<file path="config.mk">
export PLATFORM = sky130hd
export DESIGN_NAME = acd_ram
export DESIGN_NICKNAME = d
export VERILOG_FILES = /design/src/rtl/acd_ram.sv
export SDC_FILE = /design/constraint.sdc
export NUM_CORES = 1
export LEC_CHECK = 0
export CORE_MARGIN = 1
export CORE_UTILIZATION = 46
export DETAILED_ROUTE_END_ITERATION = 16
export DONT_BUFFER_PORTS = 1
export MAX_ROUTING_LAYER = met4
export PLACE_DENSITY = 0.69
export SLEW_MARGIN = 15
export SYNTH_ARGS = -nofsm -noshare
export SYNTH_HDL_FRONTEND = slang
export SYNTH_SLANG_ARGS = --single-unit
</file>
<file path="constraint.sdc">
create_clock -name i_clk -period 2.5 [get_ports i_clk]
set_input_delay 0.25 -clock i_clk [delete_from_list [all_inputs] [get_ports i_clk]]
set_output_delay 0.25 -clock i_clk [all_outputs]
set_load 0.02 [all_outputs]
</file>
<file path="src/rtl/acd_ram.sv">
// ----------------------------------------------------------------------------
// acd_ram
// Generic simple dual-port RAM, one write port, one registered read port.
// ----------------------------------------------------------------------------
module acd_ram #(
    parameter int WIDTH = 8,
    parameter int DEPTH = 64,
    parameter int AW    = $clog2(DEPTH)
) (
    input  logic             i_clk,
    input  logic             i_we,
    input  logic [AW-1:0]    i_waddr,
    input  logic [WIDTH-1:0] i_wdata,
    input  logic [AW-1:0]    i_raddr,
    output logic [WIDTH-1:0] o_rdata
);

    logic [WIDTH-1:0] r_mem [DEPTH];
    logic [WIDTH-1:0] r_rdata;

    always_ff @(posedge i_clk) begin
        if (i_we) begin
            r_mem[i_waddr] <= i_wdata;
        end
        r_rdata <= r_mem[i_raddr];
    end

    assign o_rdata = r_rdata;

endmodule
</file>
==> results of run 1 <==
[Yosys cell counts (8+ instances only)]
library cell,n,area share (%)
buf_2,11,0.27
buf_4,13,0.48
clkbuf_1,17,0.32
dfxtp_1,8,0.79
edfxtp_1,512,76
mux2_2,13,0.73
mux2i_1,23,1.1
mux4_2,126,14
nand2_1,19,0.35
nand3_1,13,0.32
nor2_1,83,1.5
nor2b_1,14,0.43
o221ai_1,8,0.35
o22ai_1,8,0.25
[what timing repair did]
action	CTS	global route
endpoints found under the hold margin	523	1
gates resized for setup	0	0
buffers inserted	0	0
hold buffers	15	1
[cells in the final DEF (no fill, tap or decap), types with 3 or more instances in the layout]
cell	Yosys	layout
clkinv_1	0	7
o2111ai_1	3	3
clkbuf_1	17	11
nand3b_1	3	3
mux2_2	13	13
a21oi_1	3	3
o2bb2ai_1	3	3
nor2b_1	14	14
dfxtp_1	8	8
nor3_1	7	7
nor2_1	83	83
mux4_2	126	126
clkbuf_16	0	51
a22oi_1	3	3
a221oi_1	6	6
buf_4	13	70
nand2_1	19	19
edfxtp_1	512	512
o221ai_1	8	8
clkinv_2	0	8
a211oi_1	4	4
dlygate4sd3_1	0	8
nand2b_1	7	7
mux2i_1	23	23
bufinv_16	0	5
nand3_1	13	13
buf_16	0	8
clkinvlp_4	0	3
o22ai_1	8	8
[worst max path at each step]
stage | startpoint | endpoint | slack (ps) | cells after the start
final | r_mem[39][3] | o_rdata[3] | -8 | 5
after global routing | r_mem[24][6] | o_rdata[6] | -20 | 5
after CTS | r_mem[39][3] | o_rdata[3] | 90 | 5
after detailed placement | r_mem[29][6] | o_rdata[6] | 220 | 5
after global placement | r_mem[29][6] | o_rdata[6] | 270 | 5
after floorplan | i_raddr[1] | o_rdata[3] | 580 | 7
[critical path, delay by kind of cell (launching register included)]
family | cells | cell delay (ps)
AOI/OAI and AO/OA | 2 | 410
buffers and inverters | 1 | 600
DFF | 1 | 350
muxes | 2 | 1020
[report_power, final]
group          leakage [nW]  switching (W)  total [W]  internal [W]
registers              4.67      0.0000604    0.00971       0.00965
logic                  1.79       0.000358   0.000695      0.000337
clock network         0.759        0.00310    0.00733       0.00423
[cells by family after synthesis]
kind of cell	after synthesis	share of synthesized area [%]
multiplexers	162	15.9
flip-flops	520	77.0
buffers and inverters	51	1.57
AO/OA/AOI/OAI	54	2.07
AND/OR/NAND/NOR	153	3.39
[per-stage QoR]
step / cell area [um2] / std cells / setup TNS, ps / util (%) / setup slack [ps]
2_1_floorplan: 20200 / 940 / 0 / - / 582
3_3_place_gp: 21100 / 1544 / 0 / 48.9 / 273
3_5_place_dp: 21100 / 1544 / 0 / 48.9 / 219
4_1_cts: 23000 / 1645 / 0 / 53.2 / 93.7
5_1_grt: 23000 / 1647 / -22.5 / 53.2 / -22.5
6_report: 23000 / 1647 / -9.14 / 53.2 / -8.03
[per-layer routing]
layer  share of wire [%]  vias up
li1                    -     4089
met2                  48      436
met5                   0        -
met4                 1.9        0
met1                  41     5094
met3                 9.5       76
[state kept, by name (all words and copies together) (netlist names)]
signal   count
r_mem      512
o_rdata      8
[cell type report]
cell class,instances,area share [%]
diodes,1,0.0109
clock buffers,62,5.73
flip-flops and latches,520,67.6
well taps,585,3.19
repair buffers,86,3.59
multi-input cells,369,18.8
clock inverters,24,1.08
==> summary.txt, run 1 <==
Floorplanning
  • Starting density of the core: 46.7%
  • Core Footprint: 43200 um2
  • Top Ports: 30
  • Vertical die dimension: 211 um
  • Die area: 44700 um2
  • Row count: 76
  • Die width: 211 um

Clock network
  • CTS Sinks: 520
  • Clock buffer count from CTS: 49
  • CTS tree: yes
  • CTS HTree Levels: 2
  • Root buffer cell: clkbuf_16
  • Worst-path clk slew: 60 ps
  • Clk_lat worst skew: 570 ps
  • Max Buffers Root-to-Sink: 3

Pwr
  • Peak supply drop: 0.706 mV
  • Leakage power: 7.22 nW
  • Total Power: 0.0177 W
  • Power density over the cells: 772 nW/um2

Routing
  • Via count: 9695
  • Routed Antenna Nets: 0
  • DRC viols: 0
  • Total Wirelength: 43800 um
  • DR vias/cell: 5.89
  • Initial DRC Count: 947
  • DR WL/cell: 26.6 um
  • Drt pass-1 iters: 5

Critical path
  • R2r endpoint: o_rdata[3]
  • Setup slack, reg-to-reg: -8 ps
  • CP Cell Sequence: mux4_2 -> mux4_2 -> o21ai_1 -> o41ai_1 -> dlygate4sd3_1
  • R2r worst-path depth: 5
  • Worst path arrival time: 2950 ps
  • R2R Path Start: r_mem[39][3]
  • Worst Path Required: 2950 ps
  • Startpoint type of the worst setup path: register
  • CP max stage delay: 600 ps
  • Worst setup EP type: register
  • CP Max Fanout: 1
  • Critical setup path kind: reg -> reg
  • Crit path max-delay cell type: dlygate4sd3_1
  • Crit path top cell by count: mux4_2

Hold path
  • Worst Hold Path EP: o_rdata[7]
  • Worst Hold Launch: i_raddr[5]
  • Hold Crit Depth: 4
  • Tightest Hold Check Type: in -> reg

Finish
  • Multi-input gate area: 4320 um2
  • Share of post-route cells with drive strength above 1: 27.0%
  • FF/Latch Area: 15500 um2
  • Area Growth Syn to Fin: 13.9%
  • Number of fill cells in the layout: 3333
  • Final nets: 1048

Timing
  • Worst Tran Pin Value: 820 ps
  • Post-route minimum period: 2510 ps
  • Final worst slack: -8.03 ps
  • Fmax achieved: 399 MHz
  • Setup violations, final: 2
  • Fin crit share: 100%
  • Endpoints failing hold: 0
  • Slew HR: 45.2%
  • Worst-case hold slack: 34.9 ps
  • Slew Viols, Final: 0
  • Setup Skew: 19.9 ps

Synth
  • Post-synth EDFFs: 512
  • #FFs+latches synth: 520
  • Sequential element share of the synthesized area: 77.0%
  • Netlist Area Pre-Place: 20200 um2
  • Syn. warnings: 0
  • Synth Instances: 940
  • Main synth FF type: edfxtp_1
  • Post-Syn Nets: 962
  • Cell variety after synth: 40
  • Synth Area per Inst: 21.5 um2
  • Ys async rst share: 0%

Place
  • IO Port Bufs: 0
  • Global placement routability congestion: 0.859
  • Post-DP HPWL: 24300 um

Global route
  • GRT Total Usage: 20.6%
  • Largest net degree at the start of global routing: 138
  • Grt peak-use layer: met2
  • M1 GR Usage: 28.0%
  • Met3 Usage GRT: 5.56%
  • Grt total ovfl: 0
  • Vias in the first global route: 9827
  • GR Util met2: 31.5%
  • Global-route wire length before repair: 64600 um
  • Antenna violations before repair: 1

Outcome
  • Outcome: finished with violations
  • Failing checks: negative setup slack

Run
  • Max-Cap Viols: 0
Note: power is estimated with default switching activity, not from simulation.
==> inputs of run 2 (changes only) <==
--- a/config.mk
+++ b/config.mk
@@ -13,2 +13,3 @@
 export PLACE_DENSITY = 0.69
+export RECOVER_POWER = 100
 export SLEW_MARGIN = 15
--- a/constraint.sdc
+++ b/constraint.sdc
@@ -3,2 +3,2 @@
 set_output_delay 0.25 -clock i_clk [all_outputs]
-set_load 0.02 [all_outputs]
+set_load 0.1 [all_outputs]
==> run 2 against run 1 <==
Net effect:
- the flow finishes with violations (max-capacitance violations, max-slew violations)
- register-to-register slack improved by 50 ps
- sequential share of layout area rose by 1.2 points
- global-route usage fell by 0.21 points
- cell count rose by 0.67%
- critical endpoint unchanged
- via count fell by 0.77%
- total power rose by 0.32%
- first-iteration DRC count fell by 11%
- setup slack improved by 54 ps
==> summary.txt, run 2 (synthesis gave the netlist of run 1 again) <==
Outcome
  • Outcome: finished with violations
  • Failing checks: max-capacitance violations, max-slew violations

Timing
  • RSZ-0062 raised after global routing: no
  • Final setup TNS: 0 ps (+9.14 ps)
  • Fin crit share: 98.2% (-2.2 points)
  • Fmax achieved: 408 MHz (+2.2%)
  • Slew Viols, Final: 260 (+260)
  • Worst Tran Pin Value: 2740 ps (+1920 ps)
  • Setup Skew: 11.9 ps (-8.02 ps)
  • Slew HR: -82.9% (-130 points)
  • Endpoints failing hold: 0 (unchanged)
  • Setup violations, final: 0 (-2)
  • Post-route minimum period: 2450 ps (-54.2 ps)

Routing
  • Drt pass-1 iters: 5 (unchanged)
  • Routed Antenna Nets: 0 (unchanged)
  • DRC viols: 0 (unchanged)
  • Initial DRC Count: 845 (-11%)
  • DR vias/cell: 5.80 (-1.4%)
  • Via count: 9620 (-0.77%)
  • Total Wirelength: 43500 um (-0.67%)
  • DR WL/cell: 26.2 um (-1.3%)

Clock network
  • Worst-path clk slew: 60 ps (about the same)
  • Clock buffer count from CTS: 50 (+2.0%)
  • CTS HTree Levels: 2 (unchanged)
  • Root buffer cell: clkbuf_16
  • CTS tree: yes
  • Clk_lat worst skew: 570 ps (about the same)
  • CTS Sinks: 520 (unchanged)
  • Resized cells post-CTS: 0 (unchanged)
  • Max Buffers Root-to-Sink: 3 (unchanged)
  • Setup Buffers After CTS: 0 (unchanged)
  • Hold Buf Count CTS: 16 (+1)

Critical path
  • CP max stage delay: 590 ps (about the same)
  • CP Cell Sequence: mux4_2 -> mux4_2 -> o21ai_1 -> o41ai_1 -> dlygate4sd3_1
  • Crit path max-delay cell type: dlygate4sd3_1
  • Critical setup path kind: reg -> reg
  • Worst setup EP type: register
  • Crit path top cell by count: mux4_2
  • Startpoint type of the worst setup path: register
  • Worst Path Required: 2950 ps (about the same)
  • Worst path arrival time: 2900 ps (-50 ps)
  • CP Max Fanout: 1 (unchanged)

Floorplanning
  • Vertical die dimension: 211 um (unchanged)
  • Starting density of the core: 46.7% (unchanged)
  • Row count: 76 (unchanged)
  • Die width: 211 um (unchanged)
  • Top Ports: 30 (unchanged)
  • Die area: 44700 um2 (unchanged)
  • Core Footprint: 43200 um2 (unchanged)

Finish
  • Multi-input gate area: 4320 um2 (unchanged)
  • Final nets: 1054 (+0.57%)
  • Share of post-route cells with drive strength above 1: 19.9% (-7.2 points)
  • Commonest non-fill, non-tap cell in the layout: edfxtp_1
  • Finished Layout Cells: 1658 (+0.67%)
  • Area Growth Syn to Fin: 12.0%
  • N_diodes: 0 (-1)
  • Most frequent cells in the layout: 512 x edfxtp_1, 126 x mux4_2, 94 x clkbuf_1
  • Number of fill cells in the layout: 3407 (+2.2%)
  • Top reg by flops: r_mem
  • FF/Latch Area: 15500 um2 (unchanged)
  • Max reg flops: 512 (unchanged)

Global route
  • Grt total ovfl: 0 (unchanged)
  • Antenna violations before repair: 0 (-1)
  • Vias in the first global route: 9710 (-1.2%)
  • Global-route wire length before repair: 63700 um (-1.3%)
  • GRT Total Usage: 20.4% (-0.21 points)
  • Largest net degree at the start of global routing: 138 (unchanged)

Run
  • Max-Cap Viols: 4 (+4)

Place
  • Cell count after placement: 1549 (+0.32%)
  • Global placement routability congestion: 0.842 (-2.0%)
  • Post-DP HPWL: 24300 um (-0.23%)
  • IO Port Bufs: 0 (unchanged)

Hold path
  • Tightest Hold Check Type: in -> reg

Pwr
  • Peak supply drop: 0.520 mV (-26%)
  • Leakage power: 6.88 nW (-4.7%)
  • Power density over the cells: 788 nW/um2 (+2.1%)
-- run 2: changes by cell type in the layout (fill, tap and decap cells not counted), sizes merged --
cell           before  now
buf                78    0
inv                 1    0
clkinv             15   16
clkinvlp            3    0
clkdlybuf4s25       0    1
diode               1    0
bufinv              5    2
clkbuf             62  157
-- run 2: power breakdown --
group          internal, W  leakage [nW]  switching, W
Sequential         0.00966          4.67     0.0000656
Clock              0.00423         0.779       0.00307
Combinational     0.000303          1.42      0.000457
Total               0.0142          6.88       0.00360
-- run 2: layer usage --
| metal | up-vias | part of all wire, % | track usage (%) |
|---|---|---|---|
| met2 | 396 | 48 | 31.6 |
| li1 | 4101 | - | - |
| met5 | - | 0 | - |
| met1 | 5052 | 40 | 27.5 |
| met4 | 0 | 2.2 | 5.32 |
| met3 | 71 | 9.1 | 4.72 |
-- run 2: final timing paths --
kind / slack, ps / end / cells past startpoint / from
hold / removal: 50 / o_rdata[1] / 2 / i_raddr[4]
setup reg to reg: 50 / o_rdata[3] / 5 / r_mem[39][3]
setup / recovery: 50 / o_rdata[3] / 5 / r_mem[39][3]
hold reg to reg: 860 / o_rdata[7] / 4 / r_mem[6][7]
-- run 2: area by class of cell --
class,instances,share of cell area (%)
sequential,520,68.8
multi-input combinational,369,19.1
clock buffer,75,6.46
tap,585,3.24
timing repair buffer,91,1.79
clock inverter,18,0.604
-- run 2: critical path: cells and delay by family (launching register included) --
family	cells	cell delay [ps]
AO/OA/AOI/OAI	2	390
buffers and inverters	1	590
flip-flops	1	350
multiplexers	2	1020
-- run 2: per-stage QoR --
| stage | total power [W] | util, % | area, um2 | setup WS (ps) | hold slack, ps |
|---|---|---|---|---|---|
| floorplan | 0.0105 | - | 20200 | 582 | 349 |
| CTS | 0.0180 | 53.4 | 23000 | 68.7 | 0.613 |
| global placement | 0.0105 | 49.0 | 21100 | 314 | 354 |
| finish | 0.0178 | 52.3 | 22600 | 46.2 | 46.5 |
| detailed placement | 0.0105 | 49.0 | 21100 | 277 | 354 |
| global route | 0.0183 | 52.3 | 22600 | 14.3 | 21.2 |
==> inputs of run 3 (changes only) <==
clock period = 2.42 ns   (was 2.5 ns; I/O delays follow)
==> run 3 against run 2 <==
Net effect:
- flip-flop and latch count did not move
- the flow still finishes with violations (max-capacitance violations, max-slew violations)
- highest routed layer unchanged
- largest cell class unchanged
- register-to-register slack barely moved
- sequential share of layout area decreased by 0.053 points
==> summary.txt, run 3 (synthesis gave the netlist of run 1 again) <==
Outcome
  • Outcome: finished with violations
  • Failing checks: max-capacitance violations, max-slew violations

Routing
  • Via count: 9837 (+2.3%)
  • Routed Antenna Nets: 0 (unchanged)
  • Drt pass-1 iters: 5 (unchanged)
  • Initial DRC Count: 1127 (+33%)
  • Total Wirelength: 44600 um (+2.6%)
  • DR WL/cell: 26.9 um (+2.6%)
  • DR vias/cell: 5.93 (+2.3%)
  • DRC viols: 0 (unchanged)

Pwr
  • Total Power: 0.0185 W (+3.9%)
  • Leakage power: 6.88 nW (about the same)
  • Peak supply drop: 0.528 mV (+1.6%)
  • Power density over the cells: 818 nW/um2 (+3.8%)

Timing
  • Slew HR: -88.1% (-5.3 points)
  • Endpoints failing hold: 0 (unchanged)
  • Worst Tran Pin Value: 2820 ps (+79.1 ps)
  • Setup Skew: 29.8 ps (+17.8 ps)
  • RSZ-0062 raised after global routing: no
  • Slew Viols, Final: 130 (-50%)
  • Final setup TNS: 0 ps (unchanged)
  • Fmax achieved: 424 MHz (+4.0%)
  • Setup violations, final: 0 (unchanged)
  • Post-route minimum period: 2360 ps (-93.3 ps)
  • Final worst slack: 59.5 ps (+13.3 ps)
  • Fin crit share: 97.5% (-0.61 points)

Floorplanning
  • Top Ports: 30 (unchanged)
  • Vertical die dimension: 211 um (unchanged)
  • Core Footprint: 43200 um2 (unchanged)
  • Die area: 44700 um2 (unchanged)
  • Starting density of the core: 46.7% (unchanged)
  • Die width: 211 um (unchanged)
  • Row count: 76 (unchanged)

Critical path
  • CP Cell Sequence: mux4_2 -> mux4_2 -> o21ai_2 -> o41ai_1 -> dlygate4sd3_1
  • CP max stage delay: 590 ps (about the same)
  • Worst Path Required: 2890 ps (-60 ps)
  • Worst setup EP type: register
  • Cell count along the critical path: 5 (unchanged)
  • CP top delay family: multiplexers
  • CP Max Fanout: 1 (unchanged)
  • Startpoint type of the worst setup path: register
  • Worst path arrival time: 2830 ps (-70 ps)
  • Critical setup path kind: reg -> reg
  • Crit path top cell by count: mux4_2
  • Crit path max-delay cell type: dlygate4sd3_1
  • Worst path bufs/invs: 1 (unchanged)
  • R2r worst-path depth: 5 (unchanged)

Clock network
  • Setup Buffers After CTS: 0 (unchanged)
  • Worst-path clk slew: 60 ps (about the same)
  • CTS HTree Levels: 2 (unchanged)
  • Root buffer cell: clkbuf_16
  • CTS tree: yes
  • CTS Sinks: 520 (unchanged)
  • Clk_lat worst skew: 580 ps (about the same)
  • Max Buffers Root-to-Sink: 3 (unchanged)
  • Clock buffer count from CTS: 49 (-2.0%)

Finish
  • Max reg flops: 512 (unchanged)
  • Most frequent cells in the layout: 512 x edfxtp_1, 126 x mux4_2, 87 x clkbuf_1
  • FF/Latch Area: 15500 um2 (unchanged)
  • Multi-input gate area: 4330 um2 (+0.32%)
  • Commonest non-fill, non-tap cell in the layout: edfxtp_1
  • Top reg by flops: r_mem
  • Number of fill cells in the layout: 3421 (+0.41%)
  • Final nets: 1054 (unchanged)
  • Share of post-route cells with drive strength above 1: 20.4% (+0.52 points)
  • Area Growth Syn to Fin: 12.1% (about the same)

Global route
  • GRT Total Usage: 21.1% (+0.67 points)
  • Grt total ovfl: 0 (unchanged)
  • Largest net degree at the start of global routing: 138 (unchanged)
  • Antenna violations before repair: 3 (+3)
  • GR Util met2: 31.8% (+0.18 points)
  • Global-route wire length before repair: 65400 um (+2.7%)
  • M1 GR Usage: 29.0% (+1.5 points)
  • Vias in the first global route: 9876 (+1.7%)
  • Grt peak-use layer: met2
  • Met3 Usage GRT: 5.01% (+0.30 points)

Run
  • Max-Cap Viols: 2 (-2)

Hold path
  • Hold Crit Depth: 3 (+1)
  • Tightest Hold Check Type: in -> reg

Place
  • Post-DP HPWL: 24700 um (+1.5%)
  • Global placement routability congestion: 0.803 (-4.5%)
  • IO Port Bufs: 0 (unchanged)
  • Pre-CTS setup slack: 81.5 ps (-195 ps)
## run 3: changes by cell type in the layout (fill, tap and decap cells not counted), sizes merged
cell      delta
buf          +1
diode        +3
clkbuf      -12
clkinv       +2
clkinvlp     +2
bufinv       +4
## run 3: layout make-up
| cell class | instances | share of cell area (%) |
|---|---|---|
| multi-input combinational | 369 | 19.2 |
| timing repair buffer | 92 | 1.82 |
| clock buffer | 63 | 5.75 |
| antenna | 3 | 0.0332 |
| sequential | 520 | 68.7 |
| clock inverter | 26 | 1.26 |
| tap | 585 | 3.24 |
## run 3: metrics by stage
step	std cells	hold slack (ps)	utilization [%]	instance area, um2
final	1658	22.1	52.3	22600
after global routing	1658	24.8	52.3	22600
after CTS	1655	1.71	53.4	23000
after detailed placement	1550	344	49.0	21200
after global placement	1550	344	49.0	21200
after floorplan	940	341	-	20200
## run 3: path summary, 6_finish.rpt
check | from | endpoint | slack, ps
max | r_mem[51][3] | o_rdata[3] | 60
min | i_raddr[4] | o_rdata[1] | 20
max reg2reg | r_mem[51][3] | o_rdata[3] | 60
min reg2reg | r_mem[7][7] | o_rdata[7] | 860
## run 3: worst reg2reg max path, stage by stage (launching register included)
cell and delay, ps:
edfxtp_1 360, mux4_2 520, mux4_2 530, o21ai_2 180
o41ai_1 90, dlygate4sd3_1 590
## run 3: power by group
part / internal, W / total, W / switching, W
Clock: 0.00443 / 0.00764 / 0.00321
Combinational: 0.000315 / 0.000811 / 0.000497
Sequential: 0.00998 / 0.0100 / 0.0000511
Total: 0.0147 / 0.0185 / 0.00376
## run 3: metal layers
layer  part of all wire [%]  vias up
met5                      0        -
met4                    2.4        0
met3                    9.2       73
met2                     47      424
met1                     41     5219
li1                       -     4121
## run 3: repair_timing
action                                  in CTS  in global routing
gates resized for setup                      0                  3
hold buffers                                16                  0
endpoints found under the setup margin       0                  3
endpoints found under the hold margin      524                  0
